<file path="config.mk">
export PLATFORM = sky130hd
export DESIGN_NAME = afq_queue
export DESIGN_NICKNAME = d
export VERILOG_FILES = /design/src/rtl/core/afq_pkg.sv /design/src/rtl/core/afq_queue.sv
export SDC_FILE = /design/constraint.sdc
export NUM_CORES = 1
export LEC_CHECK = 0
export BUFFER_PORTS_ARGS = -buffer_cell sky130_fd_sc_hd__buf_2
export CORE_MARGIN = 2
export CORE_UTILIZATION = 47
export DETAILED_ROUTE_END_ITERATION = 16
export GPL_TIMING_DRIVEN = 0
export PLACE_DENSITY_LB_ADDON = 0.05
export SLEW_MARGIN = 20
export SYNTH_ARGS = -nofsm -noshare
export SYNTH_HDL_FRONTEND = slang
export SYNTH_SLANG_ARGS = --single-unit
</file>
<file path="constraint.sdc">
create_clock -name clk -period 6.6 [get_ports clk]
set_input_delay 0.66 -clock clk [delete_from_list [all_inputs] [get_ports clk]]
set_output_delay 0.66 -clock clk [all_outputs]
set_load 0.02 [all_outputs]
</file>
<file path="src/rtl/core/afq_pkg.sv">
package afq_pkg;

	// lanes per request
	localparam int LANES = 8;
	// lanes on the result port
	localparam int OUT_LANES = 8;

	// front/back queue
	localparam int QDEPTH = 2;
	localparam int QPTR_W = $clog2(QDEPTH);
	localparam int QCNT_W = $clog2(QDEPTH + 1);

	// reciprocal: one quotient bit per step, 24 mantissa bits plus guard
	localparam int DIV_STEPS = 25;
	localparam int DIV_CW = $clog2(DIV_STEPS);

	// 1e-8 in binary32: exponent field and mantissa with hidden bit
	localparam logic [7:0]  EPS_EXP = 8'd100;
	localparam logic [23:0] EPS_MAN = 24'hABCC77;

	// 1/448 in binary32 (0x3B124925)
	localparam logic [7:0]  RCP_EXP = 8'd118;
	localparam logic [23:0] RCP_MAN = 24'h924925;

	localparam logic [7:0]  EXP_MAX = 8'hFF;
	localparam logic [31:0] QNAN_BIT = 32'h0040_0000;

	// E4M3 codes
	localparam logic [6:0] E4M3_MAXMAG = 7'h7E;
	localparam logic [7:0] E4M3_NEGMAX = 8'hFE;

	typedef struct packed {
		logic                  is_desc;
		logic [14:0]           peak;
		logic [LANES-1:0][15:0] elem;
	} afq_entry_t;

	typedef struct packed {
		logic full;
		logic empty;
	} afq_qstat_t;

endpackage

</file>
<file path="src/rtl/core/afq_queue.sv">
module afq_queue (
	input  logic                clk,
	input  logic                arst_n,
	input  logic                push,
	input  afq_pkg::afq_entry_t push_ent,
	input  logic                pop,
	output afq_pkg::afq_entry_t head,
	output afq_pkg::afq_qstat_t qstat
);

	afq_pkg::afq_entry_t                  mem_q [afq_pkg::QDEPTH];
	logic [afq_pkg::QPTR_W-1:0]           wptr_q;
	logic [afq_pkg::QPTR_W-1:0]           rptr_q;
	logic [afq_pkg::QCNT_W-1:0]           cnt_q;

	assign head        = mem_q[rptr_q];
	assign qstat.full  = (cnt_q == afq_pkg::QCNT_W'(afq_pkg::QDEPTH));
	assign qstat.empty = (cnt_q == '0);

	always_ff @(posedge clk or negedge arst_n) begin
		if (!arst_n) begin
			wptr_q <= '0;
			rptr_q <= '0;
			cnt_q  <= '0;
		end else begin
			if (push) begin
				mem_q[wptr_q] <= push_ent;
				wptr_q <= (wptr_q == afq_pkg::QPTR_W'(afq_pkg::QDEPTH - 1)) ? '0 : wptr_q + 1'b1;
			end
			if (pop)
				rptr_q <= (rptr_q == afq_pkg::QPTR_W'(afq_pkg::QDEPTH - 1)) ? '0 : rptr_q + 1'b1;
			if (push && !pop)
				cnt_q <= cnt_q + 1'b1;
			else if (pop && !push)
				cnt_q <= cnt_q - 1'b1;
		end
	end

endmodule

</file>
==> results.py <==
metrics = {
    "run_status": {
        "status": "completed",
    },
    "placed_design": {
        "portBuffers": 293,
        "placed_area_sq_um": 12840,
        "dp.cells": 1052,
        "place_hpwl_um": 14430,
        "place.gp.congestion": 0.7211,
    },
    "setup_path": {
        "worst-setup-path-type": "reg -> out",
        "cp.depth": 5,
        "slowest_stage": "dfrtp_1",
        "crit_path_end_kind": "output pin",
        "timing.critical_path.buf_inv": 4,
        "r2r_end": "mem_q[1][48]$_DFFE_PP_",
        "cp.arrival_ps": 1930,
        "cp_max_fo": 10,
        "path_common_cell": "buf_6",
        "r2r_slack_ps": 4740,
        "required_ps": 5940,
        "path_delay_family": "buffers and inverters",
        "startpoint_type": "flop",
        "setup.worst_path.end": "head[106]",
        "cp_cell_sequence": "buf_6 -> buf_6 -> buf_6 -> mux2_4 -> buf_2",
        "critPathLaunch": "rptr_q$_DFFE_PN0P_",
        "rr_startpoint": "wptr_q$_DFFE_PN0P_",
        "r2r.worst_path.cells": 2,
        "cpPeakStageDelay_ps": 330,
    },
    "yosys": {
        "async_flop_share_pct": 1.370,
        "synth_fa_ha_area_share_pct": 0.1162,
        "synth_area_sq_um": 10770,
        "yosys.area.top_type": "edfxtp_1",
        "yosysMostFrequentCell": "edfxtp_1",
        "synth_edf_count": 288,
        "syn-instance-count": 465,
        "synth_top_area_share_pct": 80.31,
        "syn_nets": 614,
        "synthMuxAreaShare_pct": 16.80,
        "synthSimpleGateAreaFrac_pct": 0.2556,
        "synthFlopType": "edfxtp_1",
        "ys_ff_latch": 292,
        "ys_top_cells_by_area": "edfxtp_1, mux2_2, mux2_4, dfrtp_1, buf_6",
        "synth_seq_area_share_pct": 81.24,
        "yosysWarnings": 0,
        "synth_cell_types": 14,
        "syn_area_per_cell_sq_um": 23.16,
        "synth_top_family_by_area": "multiplexers",
        "synth_compound_gate_area_share_pct": 0,
        "synth_xor_area_share_pct": 0.4066,
        "netlist_top_cells_count": "edfxtp_1, mux2_2, mux2_4, buf_2, buf_6",
    },
    "power_and_ir_drop": {
        "totalPowerFinal_mw": 5.761,
        "power_frac_comb_pct": 30.6,
        "p_seq_share_pct": 40.3,
        "switching_share_pct": 29.76,
        "powerDensity_nw_per_um2": 415.8,
        "leakage_nw": 5.350,
        "ir_drop_mv": 0.3419,
        "p_int_mw": 4.046,
        "clkPwrFrac_pct": 29.1,
        "p_switching_mw": 1.714,
    },
    "flow_run": {
        "max-cap-violations": 0,
    },
    "sta": {
        "finalCriticalPeriod_ps": 2592,
        "hold_viol": 0,
        "fmax_mhz": 385.7,
        "final_max_slew_viol_count": 0,
        "rsz0062_at_grt": "false",
        "worst_pin_slew_ps": 766.6,
        "slew_headroom_pct": 48.89,
        "setup_viol": 0,
        "whs_ps": 302.6,
        "clock_skew_ps": 9.639,
        "period_share_pct": 39.28,
    },
    "clock_network": {
        "clock-root-buffer": "clkbuf_16",
        "cts_buffer_depth": 3,
        "insertion_delay_ps": 550,
        "clk_pin_slew_worst_paths_ps": 60,
        "cts.sinks": 292,
        "cts_tree": "yes",
        "cts_resized": 0,
        "cts_buffers": 30,
        "h-tree-depth": 1,
    },
    "routing": {
        "totalWireLength_um": 20900,
        "drt_first_pass_iters": 4,
        "drtIter0Drc": 292,
        "vias_per_cell": 4.839,
        "wire_per_inst_um": 18.75,
        "drc": 0,
        "vias": 5396,
        "postRouteAntennaNets": 0,
    },
    "floorplanning": {
        "core_sq_um": 22570,
        "die-area_sq_um": 24140,
        "die_width_um": 155.4,
        "die_y_um": 155.4,
        "boundaryPins": 294,
        "initial_core_util_pct": 47.71,
        "rows": 55,
    },
    "grt": {
        "antenna_found_initial": 6,
        "grt_max_degree": 52,
        "grtUsageTotal_pct": 16.59,
        "grt.overflow.total": 0,
        "grt_pass1_wl_um": 30770,
        "grt_pass1_vias": 5774,
    },
    "cells_and_area": {
        "fillers": 1701,
        "nets": 949,
        "final_area_sq_um": 13860,
        "final_core_util_pct": 61.39,
        "finalNonFillerCells": 1115,
        "area_growth_pct": 28.66,
        "final_layout_size_suffix_gt1_share_pct": 61.77,
    },
    "worst_hold_path": {
        "worstHoldStart": "push_ent[33]",
        "hp-class": "in -> reg",
    },
}
## cell usage in the layout (no fill, tap or decap), types with 2 or more instances in the layout
cell type  synthesis  layout
clkbuf_16          0      31
clkinv_1           0       8
buf_2              9     302
buf_6              7       7
mux2_4            50      50
xor2_1             4       4
dfrtp_1            4       4
buf_16             0       7
nor2_1             3       2
edfxtp_1         288     288
buf_12             0       2
diode_2            0       6
bufinv_16          0       4
clkbuf_1           0       3
clkinv_2           0       9
mux2_2            94      94
## per-stage QoR
step / setup TNS [ps] / worst slack [ps]
after global routing: 0 / 3911
after CTS: 0 / 3955
after floorplan: 0 / 1708
after detailed placement: 0 / 4326
final: 0 / 4008
after global placement: -45130 / -317.6
## layout make-up
class,count,area [sq um],share of cell area (%)
repair buffers,303,1709,12.34
multi-input cells,156,1906,13.75
well taps,285,356.6,2.574
inverters,1,3.754,0.02709
clock inverters,22,206.4,1.490
plain buffers,16,123.9,0.8940
flip-flops and latches,292,8748,63.14
clock buffers,34,787.0,5.680
diodes,6,15.01,0.1084
## worst min-delay path by stage
stage	endpoint	depth (start not counted)	slack [ps]
global placement	cnt_q[1]$_DFFE_PN0P_	1	470
finish	mem_q[1][33]$_DFFE_PP_	1	300
detailed placement	cnt_q[1]$_DFFE_PN0P_	1	480
CTS	mem_q[0][77]$_DFFE_PP_	1	280
global route	mem_q[0][57]$_DFFE_PP_	1	280
floorplan	cnt_q[0]$_DFFE_PN0P_	0	360
## sequential cells by signal (all words and copies together), names as in the netlist
| signal | flops |
|---|---|
| cnt_q | 2 |
| rptr_q | 1 |
| mem_q | 288 |
| wptr_q | 1 |
## per-layer routing
layer	global-route usage [%]	share of wire [%]	routed length, um	vias to the layer above
met5	0	0	0	-
met4	6.116	2.9	614	0
met3	5.822	9.0	1874	44
met2	28.72	50	10510	195
met1	19.09	38	7908	2623
li1	-	-	-	2534
## power by group through the flow
stage	Sequential, mW	Clock, mW	Combinational [mW]
floorplan	2.37	0	1.22
global placement	2.40	0	1.72
detailed placement	2.36	0	1.79
CTS	2.32	1.72	1.79
global route	2.34	1.79	1.87
finish	2.32	1.68	1.76
## cells by family (layout without fill, tap and decap cells)
| kind of cell | count (synthesis) | in the layout |
|---|---|---|
| other | 0 | 6 |
| xor gates and xnor gates | 5 | 5 |
| and+or+nand+nor | 6 | 6 |
| muxes | 144 | 144 |
| adders and majority gates | 1 | 1 |
| buffers and inverters | 17 | 376 |
| DFF | 292 | 292 |
## repair_timing
item,in CTS,in global routing
endpoints found under the hold margin,4,0
buffers inserted,0,0
hold buffers,1,0
(Power assumes the default switching activity.)
