## config.mk

```make
export PLATFORM = sky130hd
export DESIGN_NAME = afq_front_flat
export DESIGN_NICKNAME = d
export VERILOG_FILES = /design/src/rtl/core/afq_pkg.sv /design/src/rtl/core/afq_if.sv /design/src/rtl/core/afq_front.sv /design/src/flat_wrapper.sv
export SDC_FILE = /design/constraint.sdc
export NUM_CORES = 1
export LEC_CHECK = 0
export BUFFER_PORTS_ARGS = -buffer_cell sky130_fd_sc_hd__buf_2
export CAP_MARGIN = 20
export CORE_MARGIN = 4
export CORE_UTILIZATION = 52
export DETAILED_ROUTE_END_ITERATION = 12
export MAX_ROUTING_LAYER = met4
export PLACE_DENSITY = 0.88
export SETUP_SLACK_MARGIN = 0.3
export SLEW_MARGIN = 20
export SYNTH_ARGS = -nofsm -noshare
export SYNTH_HDL_FRONTEND = slang
export SYNTH_SLANG_ARGS = --single-unit
```

## constraint.sdc

```tcl
create_clock -name clk -period 29.2 [get_ports clk]
set_clock_uncertainty 0.2 [all_clocks]
set_input_delay 4.38 -clock clk [delete_from_list [all_inputs] [get_ports clk]]
set_output_delay 4.38 -clock clk [all_outputs]
set_load 0.02 [all_outputs]
```

## src/rtl/core/afq_pkg.sv

```systemverilog
package afq_pkg;

	// lanes per request
	localparam int LANES = 8;
	// lanes on the result port
	localparam int OUT_LANES = 8;

	// front/back queue
	localparam int QDEPTH = 2;
	localparam int QPTR_W = $clog2(QDEPTH);
	localparam int QCNT_W = $clog2(QDEPTH + 1);

	// reciprocal: one quotient bit per step, 24 mantissa bits plus guard
	localparam int DIV_STEPS = 25;
	localparam int DIV_CW = $clog2(DIV_STEPS);

	// 1e-8 in binary32: exponent field and mantissa with hidden bit
	localparam logic [7:0]  EPS_EXP = 8'd100;
	localparam logic [23:0] EPS_MAN = 24'hABCC77;

	// 1/448 in binary32 (0x3B124925)
	localparam logic [7:0]  RCP_EXP = 8'd118;
	localparam logic [23:0] RCP_MAN = 24'h924925;

	localparam logic [7:0]  EXP_MAX = 8'hFF;
	localparam logic [31:0] QNAN_BIT = 32'h0040_0000;

	// E4M3 codes
	localparam logic [6:0] E4M3_MAXMAG = 7'h7E;
	localparam logic [7:0] E4M3_NEGMAX = 8'hFE;

	typedef struct packed {
		logic                  is_desc;
		logic [14:0]           peak;
		logic [LANES-1:0][15:0] elem;
	} afq_entry_t;

	typedef struct packed {
		logic full;
		logic empty;
	} afq_qstat_t;

endpackage

```

## src/rtl/core/afq_if.sv

```systemverilog
interface afq_req_if;
	logic        valid;
	logic        ready;
	logic        mode;
	logic        last;
	logic [15:0] elem_0;
	logic [15:0] elem_1;
	logic [15:0] elem_2;
	logic [15:0] elem_3;
	logic [15:0] elem_4;
	logic [15:0] elem_5;
	logic [15:0] elem_6;
	logic [15:0] elem_7;

	modport source(output valid, mode, last, elem_0, elem_1, elem_2, elem_3,
		elem_4, elem_5, elem_6, elem_7, input ready);
	modport sink(input valid, mode, last, elem_0, elem_1, elem_2, elem_3,
		elem_4, elem_5, elem_6, elem_7, output ready);
endinterface


```

## src/rtl/core/afq_front.sv

```systemverilog
module afq_front (
	input  logic                clk,
	input  logic                arst_n,
	afq_req_if.sink             req,
	input  afq_pkg::afq_qstat_t qstat,
	output logic                push,
	output afq_pkg::afq_entry_t push_ent
);

	logic [14:0] peak_q;
	logic [14:0] peak_n;
	logic [7:0][15:0] raw;
	logic        accept;

	assign raw = {req.elem_7, req.elem_6, req.elem_5, req.elem_4,
		req.elem_3, req.elem_2, req.elem_1, req.elem_0};

	assign req.ready = !qstat.full;
	assign accept    = req.valid && req.ready;

	// running magnitude max, sign masked, compared as integer
	always_comb begin
		peak_n = peak_q;
		for (int i = 0; i < afq_pkg::LANES; i++) begin
			if (raw[i][14:0] > peak_n)
				peak_n = raw[i][14:0];
		end
	end

	always_comb begin
		push_ent.is_desc = !req.mode;
		push_ent.peak    = peak_n;
		for (int i = 0; i < afq_pkg::LANES; i++)
			push_ent.elem[i] = raw[i];
	end

	// only quantize requests and the closing scan request go to the back end
	assign push = accept && (req.mode || req.last);

	always_ff @(posedge clk or negedge arst_n) begin
		if (!arst_n) begin
			peak_q <= '0;
		end else if (accept && !req.mode) begin
			peak_q <= req.last ? '0 : peak_n;
		end
	end

endmodule

```

## src/flat_wrapper.sv

```systemverilog
// flat-port wrapper written by rule: the top's interface ports become plain ports
module afq_front_flat 
  (clk, arst_n, qstat, push, push_ent, req_valid, req_mode, req_last, req_elem_0, req_elem_1, req_elem_2, req_elem_3, req_elem_4, req_elem_5, req_elem_6, req_elem_7, req_ready);
  afq_req_if req_i ();
  input  logic clk;
  input  logic arst_n;
  input  afq_pkg::afq_qstat_t qstat;
  output logic push;
  output afq_pkg::afq_entry_t push_ent;
  input wire logic [$bits(req_i.valid)-1:0] req_valid;
  input wire logic [$bits(req_i.mode)-1:0] req_mode;
  input wire logic [$bits(req_i.last)-1:0] req_last;
  input wire logic [$bits(req_i.elem_0)-1:0] req_elem_0;
  input wire logic [$bits(req_i.elem_1)-1:0] req_elem_1;
  input wire logic [$bits(req_i.elem_2)-1:0] req_elem_2;
  input wire logic [$bits(req_i.elem_3)-1:0] req_elem_3;
  input wire logic [$bits(req_i.elem_4)-1:0] req_elem_4;
  input wire logic [$bits(req_i.elem_5)-1:0] req_elem_5;
  input wire logic [$bits(req_i.elem_6)-1:0] req_elem_6;
  input wire logic [$bits(req_i.elem_7)-1:0] req_elem_7;
  output wire logic [$bits(req_i.ready)-1:0] req_ready;
  assign req_i.valid = req_valid;
  assign req_i.mode = req_mode;
  assign req_i.last = req_last;
  assign req_i.elem_0 = req_elem_0;
  assign req_i.elem_1 = req_elem_1;
  assign req_i.elem_2 = req_elem_2;
  assign req_i.elem_3 = req_elem_3;
  assign req_i.elem_4 = req_elem_4;
  assign req_i.elem_5 = req_elem_5;
  assign req_i.elem_6 = req_elem_6;
  assign req_i.elem_7 = req_elem_7;
  assign req_ready = req_i.ready;
  afq_front u_core (.clk(clk), .arst_n(arst_n), .req(req_i), .qstat(qstat), .push(push), .push_ent(push_ent));
endmodule
```

==> results of run 1 <==
-- worst register-to-register path: cells and delay by family, from the launching register on --
family / cells / cell delay [ps]
buffers and inverters: 12 / 1730
adders and majority gates: 8 / 2350
muxes: 5 / 1790
DFF: 1 / 380
and+or+nand+nor: 26 / 5740
AOI/OAI and AO/OA: 32 / 7090
-- synth_stat cells, types with 9 or more instances --
| master | instances |
|---|---|
| inv_1 | 94 |
| mux2i_1 | 39 |
| nand3_1 | 32 |
| xnor2_1 | 21 |
| o21ai_0 | 56 |
| a21o_1 | 21 |
| a21oi_1 | 59 |
| dfrtp_1 | 15 |
| nor2b_1 | 16 |
| a22o_1 | 16 |
| and3_1 | 11 |
| o211ai_1 | 10 |
| nand4_1 | 9 |
| clkbuf_1 | 19 |
| xor2_1 | 12 |
| mux2_2 | 30 |
| nor2_1 | 54 |
| ha_1 | 81 |
| buf_4 | 131 |
| nand2_1 | 68 |
-- timing repair --
| action | 4_1_cts | 5_1_grt |
|---|---|---|
| setup endpoints to repair | 0 | 15 |
| resized for setup | 0 | 4 |
| setup buffers | 0 | 3 |
-- logic make-up (layout without fill, tap and decap cells) --
logic type                 Yosys count  in the layout
AOI/OAI and AO/OA                  263            263
buffers and inverters              254            375
and+or+nand+nor                    253            253
adders and majority gates           90             90
muxes                               81             81
xor gates and xnor gates            33             33
DFF                                 15             15
other                                0              1
-- worst paths after layout --
path | from | to | slack (ps) | cells past startpoint
setup / recovery | req_elem_0[13] | push_ent[132] | 1550 | 83
hold / removal | u_core.peak_q[7]$_DFFE_PN0P_ | u_core.peak_q[7]$_DFFE_PN0P_ | 310 | 1
setup reg to reg | u_core.peak_q[12]$_DFFE_PN0P_ | u_core.peak_q[13]$_DFFE_PN0P_ | 9810 | 83
hold reg to reg | u_core.peak_q[7]$_DFFE_PN0P_ | u_core.peak_q[7]$_DFFE_PN0P_ | 310 | 1
max in group asynchronous | arst_n | u_core.peak_q[8]$_DFFE_PN0P_ | 24730 | 1
min in group asynchronous | arst_n | u_core.peak_q[6]$_DFFE_PN0P_ | 3830 | 1
-- layer usage --
layer  vias to the layer above  routed length [microns]
li1                       3688                        -
met1                      3484                     9240
met2                       332                    10800
met3                        31                     1400
met4                         0                      542
met5                         -                        0
-- area by class of cell --
| cell class | count | area, sq um |
|---|---|---|
| multi-input cells | 720 | 5470 |
| well taps | 180 | 225 |
| repair buffers | 277 | 1430 |
| clock buffers | 4 | 78.8 |
| fillers | 1283 | 5890 |
| inverters | 94 | 353 |
| flip-flops and latches | 15 | 375 |
| diodes | 1 | 2.50 |
-- through the flow --
step	instance area, sq um	std cells	setup slack (ps)	utilization [%]
after floorplan	7300	989	1750	-
after CTS	7880	1286	568	57.0
after detailed placement	7800	1282	610	56.4
after global routing	7940	1291	310	57.4
after global placement	7800	1282	941	56.4
final	7940	1291	1550	57.4
==> results.json, run 1 <==
{
  "status": "completed",
  "ys_seq_area_share_pct": 5.14,
  "maxCapViolations": 0,
  "synth_top_area_share_pct": 13.9,
  "synth-xor-area-share_pct": 3.96,
  "yosysWarnings": 0,
  "syn_area_sq_um": 7300,
  "yosys_most_used_dff": "dfrtp_1",
  "drt-total-wl_microns": 22000,
  "fin_hold_ws_ps": 308,
  "fp-row-count": 43,
  "synth_largest_area_cell": "ha_1",
  "endpoint_kind": "primary output",
  "synth_compound_area_share_pct": 25.6,
  "top_regs": "u_core.peak_q: 15 flops",
  "met3_usage_pct": 1.22,
  "die_area_sq_um": 16000,
  "drt-pass1-iter-count": 5,
  "finish.net_count": 1327,
  "crit_buf_inv": 13,
  "min_path_type": "flip-flop to flip-flop",
  "layout_commonest_cell": "buf_2",
  "period_share_pct": 94.7,
  "max_stage_delay_ps": 600,
  "fp.dieH_microns": 126,
  "ant_nets": 0,
  "via_count": 7535,
  "min_period_ps": 27650,
  "grt_max_degree": 25,
  "fmax_mhz": 36.2,
  "die_w_microns": 126,
  "cts_tree": "yes",
  "drt-initial-drc-count": 568,
  "insertion_delay_ps": 240,
  "setup_viol": 0,
  "rsz0062_at_grt": "false",
  "dpl.hpwl_microns": 18600,
  "path_clk_slew_ps": 50,
  "grt_overflow_total": 0,
  "antenna_found_initial": 1,
  "synth_top_family_by_area": "compound AO/OA/AOI/OAI gates",
  "grt_use_met1_pct": 32.6,
  "grt_busiest_layer": "met2",
  "grt_usage_pct": 25.8,
  "syn_nets": 1205,
  "avgViaCountPerCell": 5.84,
  "grtUsageMet2_pct": 45.0,
  "htreeDepth": 1,
  "io_buffers": 263,
  "worst_ep_arrival_time_ps": 23070,
  "postCtsHoldBufs": 0,
  "synth_cells": 989,
  "max_slew_margin_pct": 57.2,
  "grt_pass1_vias": 6944,
  "synth_edf_count": 0,
  "final_cell_mix": "263 x buf_2, 94 x inv_1, 81 x ha_1, 68 x nand2_1, 59 x a21oi_1",
  "io_pins": 281,
  "slew_violations": 0,
  "async_reset_ff_share_pct": 100,
  "worstSetupStartpointType": "input port",
  "yosys-top-cells-area": "ha_1 14%, buf_4 13%, mux2i_1 5.3%",
  "report.final.hold_viol_count": 0,
  "worst_path_max_delay_cell": "or4_4",
  "final.setup.tns_ps": 0,
  "clock-sinks": 15,
  "drc": 0,
  "required_ps": 24620,
  "crit_family": "compound AO/OA/AOI/OAI gates",
  "layout-drive-gt1-share_pct": 31.4,
  "worst_pin_slew_ps": 624,
  "cts_inserted_buffers": 3,
  "clockBufferDepth": 2,
  "design.core.area_sq_um": 13800,
  "ys_types": 93,
  "setup.worst_path.class": "input port to primary output",
  "start_util_pct": 52.8,
  "synth_fa_ha_area_share_pct": 15.2,
  "routedWlPerCell_microns": 17.1,
  "synthToLayoutAreaGrowth_pct": 8.71,
  "cpMostUsedCell": "ha_1",
  "largest_reg_flops": 15,
  "place.gp.congestion": 0.970,
  "root_buffer": "clkbuf_16",
  "grt_pass1_wl_microns": 33700,
  "synthSimpleGateAreaFrac_pct": 17.9,
  "regMostFlops": "u_core.peak_q",
  "cp_max_fo": 24,
  "yosys-mux-area-fraction_pct": 12.1,
  "ys_seq_elements": 15,
  "syn_area_per_cell_sq_um": 7.38
}
Power of run 1 is left out: the tool's default activity adds up to more than one toggle a clock period on the data nets, which glitch-free logic cannot reach.
==> inputs of run 2 (changes only) <==
--- a/config.mk
+++ b/config.mk
@@ -5,13 +5,13 @@
 export SDC_FILE = /design/constraint.sdc
 export NUM_CORES = 1
 export LEC_CHECK = 0
-export BUFFER_PORTS_ARGS = -buffer_cell sky130_fd_sc_hd__buf_2
 export CAP_MARGIN = 20
 export CORE_MARGIN = 4
-export CORE_UTILIZATION = 52
+export CORE_UTILIZATION = 57
 export DETAILED_ROUTE_END_ITERATION = 12
+export DONT_BUFFER_PORTS = 1
 export MAX_ROUTING_LAYER = met4
-export PLACE_DENSITY = 0.88
+export PLACE_DENSITY = 0.76
 export SETUP_SLACK_MARGIN = 0.3
 export SLEW_MARGIN = 20
 export SYNTH_ARGS = -nofsm -noshare
==> constraint.sdc (replaced) <==
create_clock -name clk -period 29.2 [get_ports clk]
set_clock_uncertainty 0.2 [all_clocks]
set_input_delay 2.92 -clock clk [delete_from_list [all_inputs] [get_ports clk]]
set_output_delay 2.92 -clock clk [all_outputs]
set_load 0.02 [all_outputs]
==> run 2 against run 1 <==
- non-clock buffer count fell by 275
- routed wire length fell by 9.4%
- global-route usage is 0.71 points higher
- via count fell by 15%
- die area down 8.2%
- worst setup slack better by 640 ps
- sequential cell count did not move
- hold slack gained 4.1 ps
- fmax is 2.4% higher
- critical path type unchanged
- design area shrank 18%
- critical path depth down 4
- cell count decreased by 22%
==> results.json, run 2 (synthesis results as in run 1) <==
{
  "status": "completed",
  "max_slew_margin_pct": 27.7,
  "fin_hold_ws_ps": 312,
  "layout_commonest_cell": "inv_1",
  "final_cell_mix": "94 x inv_1, 81 x ha_1, 68 x nand2_1, 58 x a21oi_1, 56 x o21ai_0",
  "drt-initial-drc-count": 440,
  "insertion_delay_ps": 240,
  "grt_pass1_wl_microns": 30800,
  "ant_nets": 0,
  "top_regs": "u_core.peak_q: 15 flops",
  "cp_max_fo": 30,
  "num_antenna_cells": 0,
  "cts_tree": "yes",
  "max_stage_delay_ps": 880,
  "cts_inserted_buffers": 3,
  "drc": 0,
  "die_area_sq_um": 14700,
  "worst_path_max_delay_cell": "nor3_2",
  "fillers": 1271,
  "io_pins": 281,
  "required_ps": 26080,
  "fp-row-count": 41,
  "finish.net_count": 1052,
  "rsz0062_at_grt": "false",
  "root_buffer": "clkbuf_16",
  "worst_pin_slew_ps": 1080,
  "die_w_microns": 121,
  "period_share_pct": 92.5,
  "postCtsHoldBufs": 0,
  "drt-pass1-iter-count": 5,
  "largest_reg_flops": 15,
  "fin_util_pct": 51.7,
  "grt_pass1_vias": 5889,
  "final.setup.tns_ps": 0,
  "maxCapViolations": 0,
  "post_cts_resized": 0,
  "start_util_pct": 58.1,
  "clockBufferDepth": 2,
  "min_path_type": "flip-flop to flip-flop",
  "htreeDepth": 1,
  "timing.rr.start": "u_core.peak_q[5]$_DFFE_PN0P_",
  "critPathLaunch": "req_elem_0[12]",
  "drt-total-wl_microns": 20000,
  "worst_ep_arrival_time_ps": 23890,
  "routedWlPerCell_microns": 19.8,
  "dpl.hpwl_microns": 16800,
  "grt_overflow_total": 0,
  "setup.worst_path.class": "input port to primary output",
  "slew_violations": 0,
  "path_clk_slew_ps": 40,
  "report.final.hold_viol_count": 0,
  "layout.cells.non_filler": 1007,
  "cpMostUsedCell": "ha_1",
  "endpoint_kind": "primary output",
  "avgViaCountPerCell": 6.40,
  "postCtsSetupBuffers": 0,
  "layout-drive-gt1-share_pct": 8.86,
  "antenna_found_initial": 0,
  "via_count": 6442,
  "io_buffers": 0,
  "fmax_mhz": 37.0,
  "synthToLayoutAreaGrowth_pct": -11.0,
  "place.gp.congestion": 0.953,
  "clock-sinks": 15,
  "hold_start": "u_core.peak_q[12]$_DFFE_PN0P_",
  "dp_cells": 1003,
  "grt_usage_pct": 26.5,
  "setup_viol": 0,
  "grt_max_degree": 31,
  "regMostFlops": "u_core.peak_q",
  "worstSetupStartpointType": "input port",
  "design.core.area_sq_um": 12600,
  "fp.dieH_microns": 121,
  "min_period_ps": 27010
}
run 2: cell count changes in the layout (fill, tap and decap cells not counted), sizes merged:
cell and delta:
buf -275, diode -1
run 2: final timing paths:
path,slack (ps),depth (start not counted),to
setup / recovery,2190,79,push_ent[141]
hold / removal,310,1,u_core.peak_q[12]$_DFFE_PN0P_
setup reg to reg,7230,81,u_core.peak_q[13]$_DFFE_PN0P_
hold reg to reg,310,1,u_core.peak_q[12]$_DFFE_PN0P_
max in group asynchronous,26560,0,u_core.peak_q[9]$_DFFE_PN0P_
min in group asynchronous,2170,0,u_core.peak_q[7]$_DFFE_PN0P_
run 2: layer usage:
metal  wire length, microns  vias to the layer above  part of all wire, %  track usage [%]
li1                       -                     3128                    -                -
met1                   7670                     2972                   38             31.3
met2                   9600                      299                   48             46.5
met3                   2140                       43                   11             5.78
met4                    554                        0                  2.8             5.74
met5                      0                        -                    0                -
run 2: per-stage QoR:
step	cell area [sq um]	worst slack, ps
after floorplan	7300	4670
after global placement	6420	2600
after detailed placement	6420	2360
after CTS	6490	2290
after global routing	6490	368
final	6490	2190
run 2: layout make-up:
cell class	instances	area, sq um	share of cell area, %
Clock buffer	4	78.8	1.21
Inverter	94	353	5.43
Multi-Input combinational cell	720	5460	84.0
Sequential cell	15	375	5.78
Tap cell	172	215	3.31
Timing Repair Buffer	2	15.0	0.231
run 2: worst max-delay path: cells and delay by family:
| family | cells | cell delay [ps] |
|---|---|---|
| adder cells (fa/ha/maj) | 8 | 2270 |
| multiplexers | 6 | 2230 |
| buffers and inverters | 6 | 680 |
| AND/OR/NAND/NOR | 29 | 7230 |
| AO/OA/AOI/OAI | 30 | 8490 |
Power of run 2 is left out for the same reason.
